==> config.mk <==
export PLATFORM = sky130hd
export DESIGN_NAME = utf8_turkish_to_font_code
export DESIGN_NICKNAME = d
export VERILOG_FILES = /design/src/rtl/core/u8tfc_pkg.sv /design/src/rtl/core/utf8_turkish_to_font_code.sv
export SDC_FILE = /design/constraint.sdc
export NUM_CORES = 1
export LEC_CHECK = 0
export ABC_CLOCK_PERIOD_IN_PS = 3800
export BUFFER_PORTS_ARGS = -buffer_cell sky130_fd_sc_hd__buf_2
export CORE_MARGIN = 2
export CORE_UTILIZATION = 52
export DETAILED_ROUTE_END_ITERATION = 6
export PLACE_DENSITY = 0.78
export SLEW_MARGIN = 20
export SYNTH_ARGS = -nofsm -noshare
export SYNTH_HDL_FRONTEND = slang
export SYNTH_SLANG_ARGS = --single-unit
==> constraint.sdc <==
create_clock -name clk -period 3.8 [get_ports clk]
set_input_delay 0.76 -clock clk [delete_from_list [all_inputs] [get_ports clk]]
set_output_delay 0.76 -clock clk [all_outputs]
set_load 0.005 [all_outputs]
==> src/rtl/core/u8tfc_pkg.sv <==
`timescale 1ns / 1ps
`default_nettype none
// ----------------------------------------------------------------------------
// u8tfc_pkg
// Types, letter table and lookup helpers for the utf-8 turkish transcoder.
// ----------------------------------------------------------------------------
package u8tfc_pkg;

    localparam int NumLetters = 12;

    localparam logic [7:0] LeadC3 = 8'hC3;
    localparam logic [7:0] LeadC4 = 8'hC4;
    localparam logic [7:0] LeadC5 = 8'hC5;

    // one row of the letter table
    typedef struct packed {
        logic [7:0] lead;
        logic [7:0] tail;
        logic [7:0] code_iso;
        logic [7:0] code_small;
    } letter_t;

    // one result item as it sits in the output queue
    typedef struct packed {
        logic [7:0] code;
        logic       eot;
        logic       last;
    } result_t;

    // outcome of a pair lookup
    typedef struct packed {
        logic       hit;
        logic [7:0] code;
    } lookup_t;

    localparam letter_t Letters [NumLetters] = '{
        '{8'hC3, 8'hA7, 8'hE7, 8'h80},
        '{8'hC3, 8'h87, 8'hC7, 8'h81},
        '{8'hC3, 8'hB6, 8'hF6, 8'h82},
        '{8'hC3, 8'h96, 8'hD6, 8'h83},
        '{8'hC3, 8'hBC, 8'hFC, 8'h84},
        '{8'hC3, 8'h9C, 8'hDC, 8'h85},
        '{8'hC4, 8'hB1, 8'h1A, 8'h86},
        '{8'hC4, 8'hB0, 8'h1B, 8'h87},
        '{8'hC4, 8'h9F, 8'h1C, 8'h88},
        '{8'hC4, 8'h9E, 8'h1D, 8'h89},
        '{8'hC5, 8'h9F, 8'h1E, 8'h8A},
        '{8'hC5, 8'h9E, 8'h1F, 8'h8B}
    };

    // lead byte of a two-byte turkish letter
    function automatic logic is_lead(input logic [7:0] b);
        return (b == LeadC3) || (b == LeadC4) || (b == LeadC5);
    endfunction

    // match a lead/tail pair against the table, independent compares
    function automatic lookup_t find_letter(input logic [7:0] lead,
                                            input logic [7:0] tail,
                                            input logic       iso);
        lookup_t r;
        r.hit  = 1'b0;
        r.code = 8'h00;
        for (int k = 0; k < NumLetters; k++)
        begin
            if ((Letters[k].lead == lead) && (Letters[k].tail == tail))
            begin
                r.hit  = 1'b1;
                r.code = iso ? Letters[k].code_iso : Letters[k].code_small;
            end
        end
        return r;
    endfunction

endpackage
`default_nettype wire

==> src/rtl/core/utf8_turkish_to_font_code.sv <==
`timescale 1ns / 1ps
`default_nettype none
// ----------------------------------------------------------------------------
// utf8_turkish_to_font_code
// Turns two-byte utf-8 turkish letters into single font code bytes.
// ----------------------------------------------------------------------------
//  channel | handshake           | payload
//  --------+---------------------+-----------------------------------------
//  in      | in_valid / in_stall | byte_in[7:0], end_in
//  out     | out_valid/out_stall | char_out[7:0], end_of_text, last_of_item
//  cfg     | cfg_wr_en           | cfg_wr_data (font_mode_iso)
//
//  one item per cycle while in_stall is low: input register, lookup logic,
//  two-entry result queue. an item giving two results leaves as two queue
//  entries, one after the other, through the single read port of the queue.
//  reset clears the input stage, held lead, queue count and sets iso mode.
//  in_stall rises when the queue cannot take the results of the item in
//  the input register after this cycle's pop.
// ----------------------------------------------------------------------------
module utf8_turkish_to_font_code (
    input  wire logic       clk,
    input  wire logic       rst_n,
    input  wire logic       in_valid,
    output logic            in_stall,
    input  wire logic [7:0] byte_in,
    input  wire logic       end_in,
    output logic            out_valid,
    input  wire logic       out_stall,
    output logic [7:0]      char_out,
    output logic            end_of_text,
    output logic            last_of_item,
    input  wire logic       cfg_wr_en,
    input  wire logic       cfg_wr_data
);

    logic       mode_reg;
    logic       in_valid_reg, in_valid_next;
    logic [7:0] in_byte_reg;
    logic       in_end_reg;
    logic       held_valid_reg, held_valid_next;
    logic [7:0] held_lead_reg, held_lead_next;
    logic [1:0] cnt_reg, cnt_next;
    u8tfc_pkg::result_t ent0_reg, ent0_next;
    u8tfc_pkg::result_t ent1_reg, ent1_next;

    u8tfc_pkg::lookup_t lk;
    u8tfc_pkg::result_t r0, r1;
    logic [1:0] n_res;
    logic       hold_new;
    logic       fresh_hold;
    logic       accept;
    logic       advance;
    logic       pop;
    logic [1:0] cnt_p;
    logic [2:0] fill_sum;
    u8tfc_pkg::result_t s0, s1;

    // result decode for the item in the input register
    always_comb
    begin
        lk         = u8tfc_pkg::find_letter(held_lead_reg, in_byte_reg, mode_reg);
        fresh_hold = u8tfc_pkg::is_lead(in_byte_reg) && !in_end_reg;
        r0         = '0;
        r1         = '0;
        n_res      = 2'd0;
        hold_new   = 1'b0;
        if (held_valid_reg)
        begin
            if (lk.hit)
            begin
                r0    = '{code: lk.code, eot: in_end_reg, last: 1'b1};
                n_res = 2'd1;
            end
            else if (fresh_hold)
            begin
                r0       = '{code: held_lead_reg, eot: 1'b0, last: 1'b1};
                n_res    = 2'd1;
                hold_new = 1'b1;
            end
            else
            begin
                r0    = '{code: held_lead_reg, eot: 1'b0, last: 1'b0};
                r1    = '{code: in_byte_reg, eot: in_end_reg, last: 1'b1};
                n_res = 2'd2;
            end
        end
        else if (fresh_hold)
        begin
            hold_new = 1'b1;
        end
        else
        begin
            r0    = '{code: in_byte_reg, eot: in_end_reg, last: 1'b1};
            n_res = 2'd1;
        end
    end

    // queue room check and input handshake
    assign pop      = (cnt_reg != 2'd0) && !out_stall;
    assign cnt_p    = cnt_reg - {1'b0, pop};
    assign fill_sum = {1'b0, cnt_p} + {1'b0, n_res};
    assign advance  = in_valid_reg && (fill_sum <= 3'd2);
    assign in_stall = in_valid_reg && !advance;
    assign accept   = in_valid && !in_stall;

    // input stage and held lead
    always_comb
    begin
        in_valid_next   = in_valid_reg;
        held_valid_next = held_valid_reg;
        held_lead_next  = held_lead_reg;
        if (advance)
        begin
            in_valid_next   = 1'b0;
            held_valid_next = hold_new;
            held_lead_next  = hold_new ? in_byte_reg : 8'h00;
        end
        if (accept)
        begin
            in_valid_next = 1'b1;
        end
    end

    // result queue: pop shifts down, push fills behind what remains
    always_comb
    begin
        s0        = pop ? ent1_reg : ent0_reg;
        s1        = ent1_reg;
        ent0_next = s0;
        ent1_next = s1;
        cnt_next  = cnt_p;
        if (advance)
        begin
            cnt_next = fill_sum[1:0];
            case (cnt_p)
                2'd0:
                begin
                    ent0_next = r0;
                    ent1_next = r1;
                end
                2'd1:
                begin
                    ent1_next = r0;
                end
                default:
                begin
                    ent0_next = s0;
                end
            endcase
        end
    end

    // control registers
    always_ff @(posedge clk or negedge rst_n)
    begin
        if (!rst_n)
        begin
            mode_reg       <= 1'b1;
            in_valid_reg   <= 1'b0;
            held_valid_reg <= 1'b0;
            held_lead_reg  <= 8'h00;
            cnt_reg        <= 2'd0;
        end
        else
        begin
            if (cfg_wr_en)
            begin
                mode_reg <= cfg_wr_data;
            end
            in_valid_reg   <= in_valid_next;
            held_valid_reg <= held_valid_next;
            held_lead_reg  <= held_lead_next;
            cnt_reg        <= cnt_next;
        end
    end

    // payload registers
    always_ff @(posedge clk)
    begin
        if (accept)
        begin
            in_byte_reg <= byte_in;
            in_end_reg  <= end_in;
        end
        ent0_reg <= ent0_next;
        ent1_reg <= ent1_next;
    end

    // output port
    assign out_valid    = (cnt_reg != 2'd0);
    assign char_out     = ent0_reg.code;
    assign end_of_text  = ent0_reg.eot;
    assign last_of_item = ent0_reg.last;

endmodule
`default_nettype wire

[Word-level counts from Yosys, hierarchy flattened]
Index checks and enable logic that the tools add are counted.
Cells by class
  add/subtract/negate cells: 2
  $lt $le $gt $ge: 1
  equality and inequality tests: 17
  muxes and demuxes: 45
  reductions and logical operators: 28
Operators with widths (count)
  2-to-1 mux 9 bit: 12
  == test 8 bit, first input constant: 13
  2-to-1 mux 10 bit: 8
  2-to-1 mux 8 bit: 7
  2-to-1 mux 7 bit: 6
  == test 8 bit, second input constant: 3
  case mux 10 bit (2 select lines): 1
  logical AND 1 bit: 17
  2-to-1 mux 2 bit: 4
  2-to-1 mux 1 bit: 7
  nonzero test 2 bit: 3
  zero test 1 bit: 4
  adder 2 x 2 -> 3 bit: 1
  less-or-equal comparator 3 x 2 -> 1 bit, second input constant: 1
  == test 2 x 1 -> 1 bit, second input constant: 1
  zero test 2 bit: 1
  logical OR 1 bit: 2
  AND reduction 2 bit: 1
  subtractor 2 x 1 -> 2 bit: 1
Word-level totals
  register bits: 42
  input port bits: 15
  output and inout bits: 12

[Longest topological paths before layout]
Gate-level depths: netlist of the first run.
  word-level depth: 24
  depth in mapped cells: 16
  mapped depth without buffers: 14

[Worst setup path after synthesis of the first run]
No wires, ideal clock.
  path type: reg2reg
  from: register in_byte_reg[1]
  to: register ent0_reg (netlist bit char_out[7])
  arrival: 3.934 ns
  slack: -0.261 ns
  stages on the path, launching flop included: 17
  period minus slack after synthesis: 4.061 ns
  cell sequence: edfxtp_1 buf_6 or4b_4 or3_4 a21oi_2 or2_2 buf_6 nor3_1 a21oi_1 ha_1 fa_1 a21oi_1 nand2_1 nor2_1 nand2_1 a211oi_1 a31oi_1
RTL lines
  from (decl): line utf8_turkish_to_font_code.sv:38  | logic [7:0] in_byte_reg;
  from (signal assigned): line utf8_turkish_to_font_code.sv:182  | in_byte_reg <= byte_in;
  to (signal assigned): line utf8_turkish_to_font_code.sv:185  | ent0_reg <= ent0_next;
  to (decl): line utf8_turkish_to_font_code.sv:43  | u8tfc_pkg::result_t ent0_reg, ent0_next;

[Worst setup path in the final report of the first run]
  from: register in_byte_reg[3]
  to: output in_stall
Between the ends
  longest elaborated chain between the ends: 21
  elaborated cells on any way between the ends: 49
  classes of those cells: add/sub: 1; order compare: 1; eq/ne: 13; mux: 16; reduce/logical: 18
RTL lines
  == test 8 bit: line u8tfc_pkg.sv:65  | if ((Letters[k].lead == lead) && (Letters[k].tail == tail))
  logical AND 1 bit: line u8tfc_pkg.sv:65
  2-to-1 mux 9 bit (12 in series): line u8tfc_pkg.sv:65
  2-to-1 mux 2 bit: line utf8_turkish_to_font_code.sv:69  | if (lk.hit)
  2-to-1 mux 2 bit (*): line utf8_turkish_to_font_code.sv:67  | if (held_valid_reg)
  adder 2 x 2 -> 3 bit (*): line utf8_turkish_to_font_code.sv:101  | assign fill_sum = {1'b0, cnt_p} + {1'b0, n_res};
  less-or-equal comparator 3 x 2 -> 1 bit (*): line utf8_turkish_to_font_code.sv:102  | assign advance = in_valid_reg && (fill_sum <= 3'd2);
  logical AND 1 bit (*): line utf8_turkish_to_font_code.sv:102
  zero test 1 bit (*): line utf8_turkish_to_font_code.sv:103  | assign in_stall = in_valid_reg && !advance;
  logical AND 1 bit (*): line utf8_turkish_to_font_code.sv:103
  to (decl): line utf8_turkish_to_font_code.sv:24  | output logic in_stall,
Every way passes the cells marked *; elsewhere a longest branch is shown, timed or not.

==> results.yml, run 1 <==
pwr:
  pwr-share-seq: 0.374
  clkPwrFrac: 0.126
  worst_ir_drop_vdd_uv: 533.6
  intPower_mw: 1.307
  swShare: 0.3892
  p_comb_frac: 0.500
  p_sw_mw: 0.8329
  cellPowerDensity_nw_per_um2: 774.3
  power.leakage_nw: 1.158
synth:
  yosys_warnings: 0
  ys_ff_latch: 42
  syn_area_sq_um: 2296
  yosysUniqueCellTypes: 61
  synthAdderAreaFrac: 0.01962
  synth-seq-area-share: 0.4779
  synth_top_cell_by_area: "edfxtp_1"
  yosys.area_share.simple: 0.2349
  synth_compound_area_frac: 0.1760
  synth_mux_area_frac: 0.03597
  syn_inst: 237
  synth_fp_nets: 255
  async_flop_share: 0.3095
  synth_area_leaders: "edfxtp_1 25%, dfrtp_1 13%, dfxtp_1 8.7%"
  avgSynthCellArea_sq_um: 9.688
  synth-edff-count: 19
  synth_top_family_by_area: "simple AND/OR/NAND/NOR gates"
  synth_top_area_frac: 0.2485
  synth_xor_area_frac: 0.01144
  ys.flop_type: "edfxtp_1"
route:
  dr_total_vias: 2010
  top_layer_used: "met4"
  route.met2.wl_um: 2683
  first_iter_violations: 236
  avgViaCountPerCell: 5.982
  drc_errors: 0
  ant_nets: 0
  routed_wl_um: 5487
  wl_met1_um: 2330
  dr.pass1.iters: 7
  wl_per_cell_um: 16.33
  met3_length_um: 380
worst_setup_path:
  worstPathMaxFanout: 3
  critical_path_arrival_ps: 3220
  crit_required_ps: 3040
  worst-path-stages: 12
  cp_cell_sequence: "or4b_4 -> or3_4 -> a21oi_4 -> or2_4 -> nor3_4 -> a21oi_2 -> ha_2 -> fa_1 -> a21oi_2 -> nand2b_4 -> inv_2 -> buf_2"
  cp-end-kind: "output pin"
  worst_path_max_delay_cell: "or4b_4"
  cp-start-kind: "flip-flop"
  path_buf_inv: 2
  reg2reg_depth: 15
  critPathMostFrequentCell: "a21oi_2"
  cp_slowest_stage_delay_ps: 550
  setup.worst_path.class: "flip-flop to output pin"
  path_delay_family: "simple AND/OR/NAND/NOR gates"
sta:
  worst_slack_ps: -176.3
  setup_tns_ps: -176.3
  holdWs_ps: 335.5
  finalSetupViolations: 1
  max_freq_ghz: 0.2515
  maxSlewHeadroom: 0.5984
  fin_crit_sh: 1.046
  tightest_slew_ps: 594.8
  period_needed_ps: 3976
  hold_viol_final: 0
  rsz0062_at_grt: "true"
  worst_clock_skew_ps: 7.408
  finalMaxSlewViolations: 0
clock_tree:
  cts_num_sinks: 42
  cts_tree: "yes"
  root_buffer: "clkbuf_8"
  clockBufferDepth: 2
  worstSkewPairLatency_ps: 290
  ctsHoldBuffers: 0
  clk_pin_slew_ps: 80
  htreeDepth: 2
  cts_buffers: 5
floorplan:
  die_w_um: 70.45
  core_area_sq_um: 4294
  floorplan.die_area_sq_um: 4963
  start_util: 0.5347
  ios: 27
  die_h_um: 70.45
  fp-row-count: 24
placed_design:
  dp_slack_ps: 32.05
  gp_congestion: 0.9775
  dp_hpwl_um: 4199
  portBuffers: 26
cells_and_area:
  nets: 301
  syn2layout_area_growth_pct: 20.38
  multiInputGateArea_sq_um: 1161
  drive_gt1_frac: 0.2676
  regArea_sq_um: 1097
  fillers: 358
  largest_register_ffs: 10
  num_antenna_cells: 0
global_route:
  grt_max_degree: 18
  antenna_found_initial: 0
  grt_usage: 0.2375
  grt-ovfl-total: 0
  grt_pass1_wl_um: 9094
  first_global_vias: 1852
outcome:
  violations: "negative setup slack"
  status: "finished, violations left"
worst_hold_path:
  hold_class: "primary input to async pin"
run:
  maxCapViolCount: 0
layout make-up:
type                            count  area share
Inverter                            9     0.01222
Tap cell                           52     0.02354
Timing Repair Buffer               52      0.1177
Clock inverter                      2    0.003169
Clock buffer                        6     0.02626
Multi-Input combinational cell    173      0.4201
Sequential cell                    42      0.3970
through the flow:
| step | util | instances | power, mW | instance area, sq um |
|---|---|---|---|---|
| 2_1_floorplan | - | 237 | 1.470 | 2316 |
| 6_report | 0.6436 | 336 | 2.140 | 2764 |
| 3_5_place_dp | 0.6037 | 322 | 1.802 | 2592 |
| 5_1_grt | 0.6436 | 336 | 2.307 | 2764 |
| 3_3_place_gp | 0.6037 | 322 | 1.772 | 2592 |
| 4_1_cts | 0.6311 | 332 | 2.120 | 2710 |
power groups by stage:
stage	Combinational [mW]	Clock (mW)	Sequential, mW
6_report	1.07	0.270	0.800
5_1_grt	1.19	0.296	0.825
4_1_cts	1.04	0.276	0.800
3_5_place_dp	0.993	0	0.809
3_3_place_gp	0.972	0	0.801
2_1_floorplan	0.679	0	0.792
layer usage:
| metal | GRT usage | vias up |
|---|---|---|
| met4 | 0.07265 | 0 |
| met1 | 0.3165 | 941 |
| li1 | - | 960 |
| met2 | 0.3931 | 96 |
| met3 | 0.04329 | 13 |
| met5 | 0 | - |
synthesized netlist by cell type, types with 4 or more instances:
cell,instances
edfxtp_1,19
a21o_1,4
nand2b_1,5
or4_1,4
o22ai_1,6
dfrtp_1,12
mux2i_1,6
nand3_1,6
inv_1,8
dfxtp_1,10
nor3_1,8
clkbuf_1,8
nor2_1,15
nand2_1,35
and2_1,5
o21ai_0,13
a21oi_1,9
path summary, 6_finish.rpt:
path / from / to / slack [ps]
max reg2reg: in_byte_reg[3] / char_out[7] / 170
max: in_byte_reg[3] / in_stall / -180
min reg2reg: char_out[7] / char_out[7] / 490
min in group clk: char_out[7] / char_out[7] / 490
min: rst_n / held_lead_reg[7] / 340
max in group asynchronous: rst_n / mode_reg / 3190
repair_timing:
item / CTS / global route
setup endpoints to repair: 1 / 1
pin swaps: 3 / 7
resized for setup: 5 / 5
setup buffers: 2 / 4
cells by family after synthesis:
family	count (synthesis)
XOR/XNOR	3
multiplexers	8
AND/OR/NAND/NOR	100
adder cells (fa/ha/maj)	3
flip-flops	42
AO/OA/AOI/OAI	59
buffers and inverters	22
cells in the final DEF, fill, tap and decap left out, drive strengths merged, types with 8 or more instances in the layout:
cell,n
dfxtp,10
nor3,8
o21ai,13
edfxtp,19
nor2,15
buf,52
a21oi,10
dfrtp,12
nand2,35
inv,8
(Power assumes the default switching activity.)
==> inputs of run 2 (changes only) <==
- ABC_AREA: default -> 1
- CORE_UTILIZATION: 52 -> 53
- PLACE_DENSITY: 0.78 -> 0.79
==> results.yml, run 2 <==
sta:
  worst_clock_skew_ps: 4.104
  hold_viol_final: 0
  maxSlewHeadroom: 0.6325
  max_freq_ghz: 0.2681
  period_needed_ps: 3730
  finalMaxSlewViolations: 0
  finalSetupViolations: 0
  tightest_slew_ps: 549.2
  holdWs_ps: 350.5
  fin_crit_sh: 0.9816
route:
  avgViaCountPerCell: 5.428
  first_iter_violations: 224
  dr_total_vias: 2296
  ant_nets: 0
  wl_per_cell_um: 13.95
  drc_errors: 0
  dr.pass1.iters: 5
  routed_wl_um: 5899
synth:
  synth_top_cell_by_area: "edfxtp_1"
  async_flop_share: 0.3095
  syn_area_sq_um: 2472
  synth_fp_nets: 338
  synth_top_cells_by_count: "95 x nand2_1, 31 x inv_1, 31 x nand3_1"
  yosysUniqueCellTypes: 38
  synth-seq-area-share: 0.4438
  avgSynthCellArea_sq_um: 7.726
  syn_inst: 320
  yosys_warnings: 0
  yosysMostFrequentCell: "nand2_1"
  synth-edff-count: 19
  ys.flop_type: "edfxtp_1"
  ys_ff_latch: 42
  synth_top_area_frac: 0.2308
  synth_area_leaders: "edfxtp_1 23%, nand2_1 14%, dfrtp_1 12%"
global_route:
  grt_pass1_wl_um: 9777
  grt_usage: 0.2429
  antenna_found_initial: 0
  first_global_vias: 2102
  grt_max_degree: 16
  grt-ovfl-total: 0
placed_design:
  portBuffers: 26
  place_area_sq_um: 2695
  dp_hpwl_um: 4254
  gp_congestion: 0.9517
run:
  maxCapViolCount: 0
cells_and_area:
  drive_gt1_frac: 0.2830
  final_core_util: 0.6658
  layout_commonest_cell: "nand2_1"
  layout_common_cells: "95 x nand2_1, 31 x inv_1, 27 x nor2_1, 27 x nand3_1, 26 x buf_2"
  finalInstanceArea_sq_um: 2939
  largest_register_ffs: 10
  nets: 388
  num_antenna_cells: 0
  syn2layout_area_growth_pct: 18.88
clock_tree:
  root_buffer: "clkbuf_8"
  cts_num_sinks: 42
  clk_pin_slew_ps: 80
  clockBufferDepth: 2
  ctsHoldBuffers: 0
  htreeDepth: 2
  cts_tree: "yes"
  cts_buffers: 5
  worstSkewPairLatency_ps: 290
pwr:
  worst_ir_drop_vdd_uv: 622.2
  power.leakage_nw: 1.439
  cellPowerDensity_nw_per_um2: 784.9
worst_setup_path:
  worst_path_max_delay_cell: "fa_1"
  reg2reg_depth: 17
  worstPathMaxFanout: 7
  setup.worst_path.class: "flip-flop to output pin"
  crit_required_ps: 3040
  critical_path_arrival_ps: 2970
  r2r-end: "held_lead_reg[1]"
  cp-start-kind: "flip-flop"
  cp_slowest_stage_delay_ps: 460
  r2r_slack_ps: 240
  worstReg2RegStart: "in_byte_reg[2]"
  cp-end-kind: "output pin"
  cp_cell_sequence: "buf_4 -> nor2_1 -> nand2_1 -> o21ai_1 -> nand2_1 -> nand2_2 -> o21ai_2 -> inv_1 -> ha_2 -> fa_1 -> a21oi_2 -> nor2_1 -> buf_2"
floorplan:
  floorplan.die_area_sq_um: 5227
  fp-row-count: 24
  ios: 27
  die_h_um: 72.30
  start_util: 0.5601
  die_w_um: 72.30
  core_area_sq_um: 4414
worst_hold_path:
  hold_class: "primary input to async pin"
outcome:
  status: "completed"
==> run 2: changes by cell type after synthesis, moves of 6 or more <==
cell / change
clkbuf_1: -6
mux2i_1: -6
nor2_1: +13
nor2_2: +6
inv_2: +12
o21ai_1: +8
inv_1: +23
nand2_2: +7
nand3_1: +25
nand2_1: +60
nor3_1: -7
==> run 2: how the worst max path moves through the flow <==
stage | start | slack, ps | endpoint
6_report | in_byte_reg[2] | 70 | in_stall
3_5_place_dp | in_byte_reg[0] | 200 | held_lead_reg[1]
3_3_place_gp | held_lead_reg[7] | 330 | held_lead_reg[1]
2_1_floorplan | out_stall | 90 | char_out[4]
4_1_cts | in_byte_reg[2] | 3 | in_stall
5_1_grt | in_byte_reg[2] | -50 | in_stall
==> run 2: metal layers <==
| layer | vias up | share of wire | track usage |
|---|---|---|---|
| met1 | 1028 | 0.42 | 0.3155 |
| met5 | - | 0 | 0 |
| li1 | 1136 | - | - |
| met4 | 0 | 0.022 | 0.1048 |
| met2 | 118 | 0.49 | 0.3965 |
| met3 | 14 | 0.068 | 0.04583 |
==> run 2: cell type report <==
cell class | instances | area, sq um
tap | 52 | 65.06
fill | 374 | 1475
sequential | 42 | 1097
clock buffer | 6 | 72.57
timing repair buffer | 46 | 280.3
clock inverter | 2 | 8.758
inverter | 45 | 168.9
multi-input combinational | 230 | 1246
==> run 2: worst max-delay path, delay by kind of cell (launching register included) <==
family	cells	cell delay [ps]
flops	1	450
compound gates	3	380
fa+ha+maj	2	640
buf+inv	3	370
simple gates	5	840
==> run 2: kinds of logic after synthesis <==
kind of cell,synth area share
adder cells (fa/ha/maj),0.01822
flip-flops,0.4438
buffers and inverters,0.07338
AO/OA/AOI/OAI,0.1017
XOR/XNOR,0.003543
AND/OR/NAND/NOR,0.3593
==> run 2: what timing repair did <==
item,CTS,global route
setup buffers,5,10
endpoints found under the setup margin,1,1
gates resized for setup,1,9
cloned,0,0
pin swaps,1,9
==> run 2: metrics by stage <==
step / worst slack [ps] / instances / TNS (ps) / power [mW]
2_1_floorplan: 94.59 / 320 / 0 / 1.540
6_report: 69.84 / 423 / 0 / 2.307
3_5_place_dp: 197.2 / 400 / 0 / 1.886
3_3_place_gp: 335.0 / 400 / 0 / 1.857
4_1_cts: 3.232 / 413 / 0 / 2.203
5_1_grt: -48.32 / 423 / -48.32 / 2.520
==> run 2: report_power, final <==
part / internal [mW] / switching, mW
Combinational: 0.465 / 0.755
Sequential: 0.725 / 0.0870
Clock: 0.126 / 0.149
Total: 1.32 / 0.991
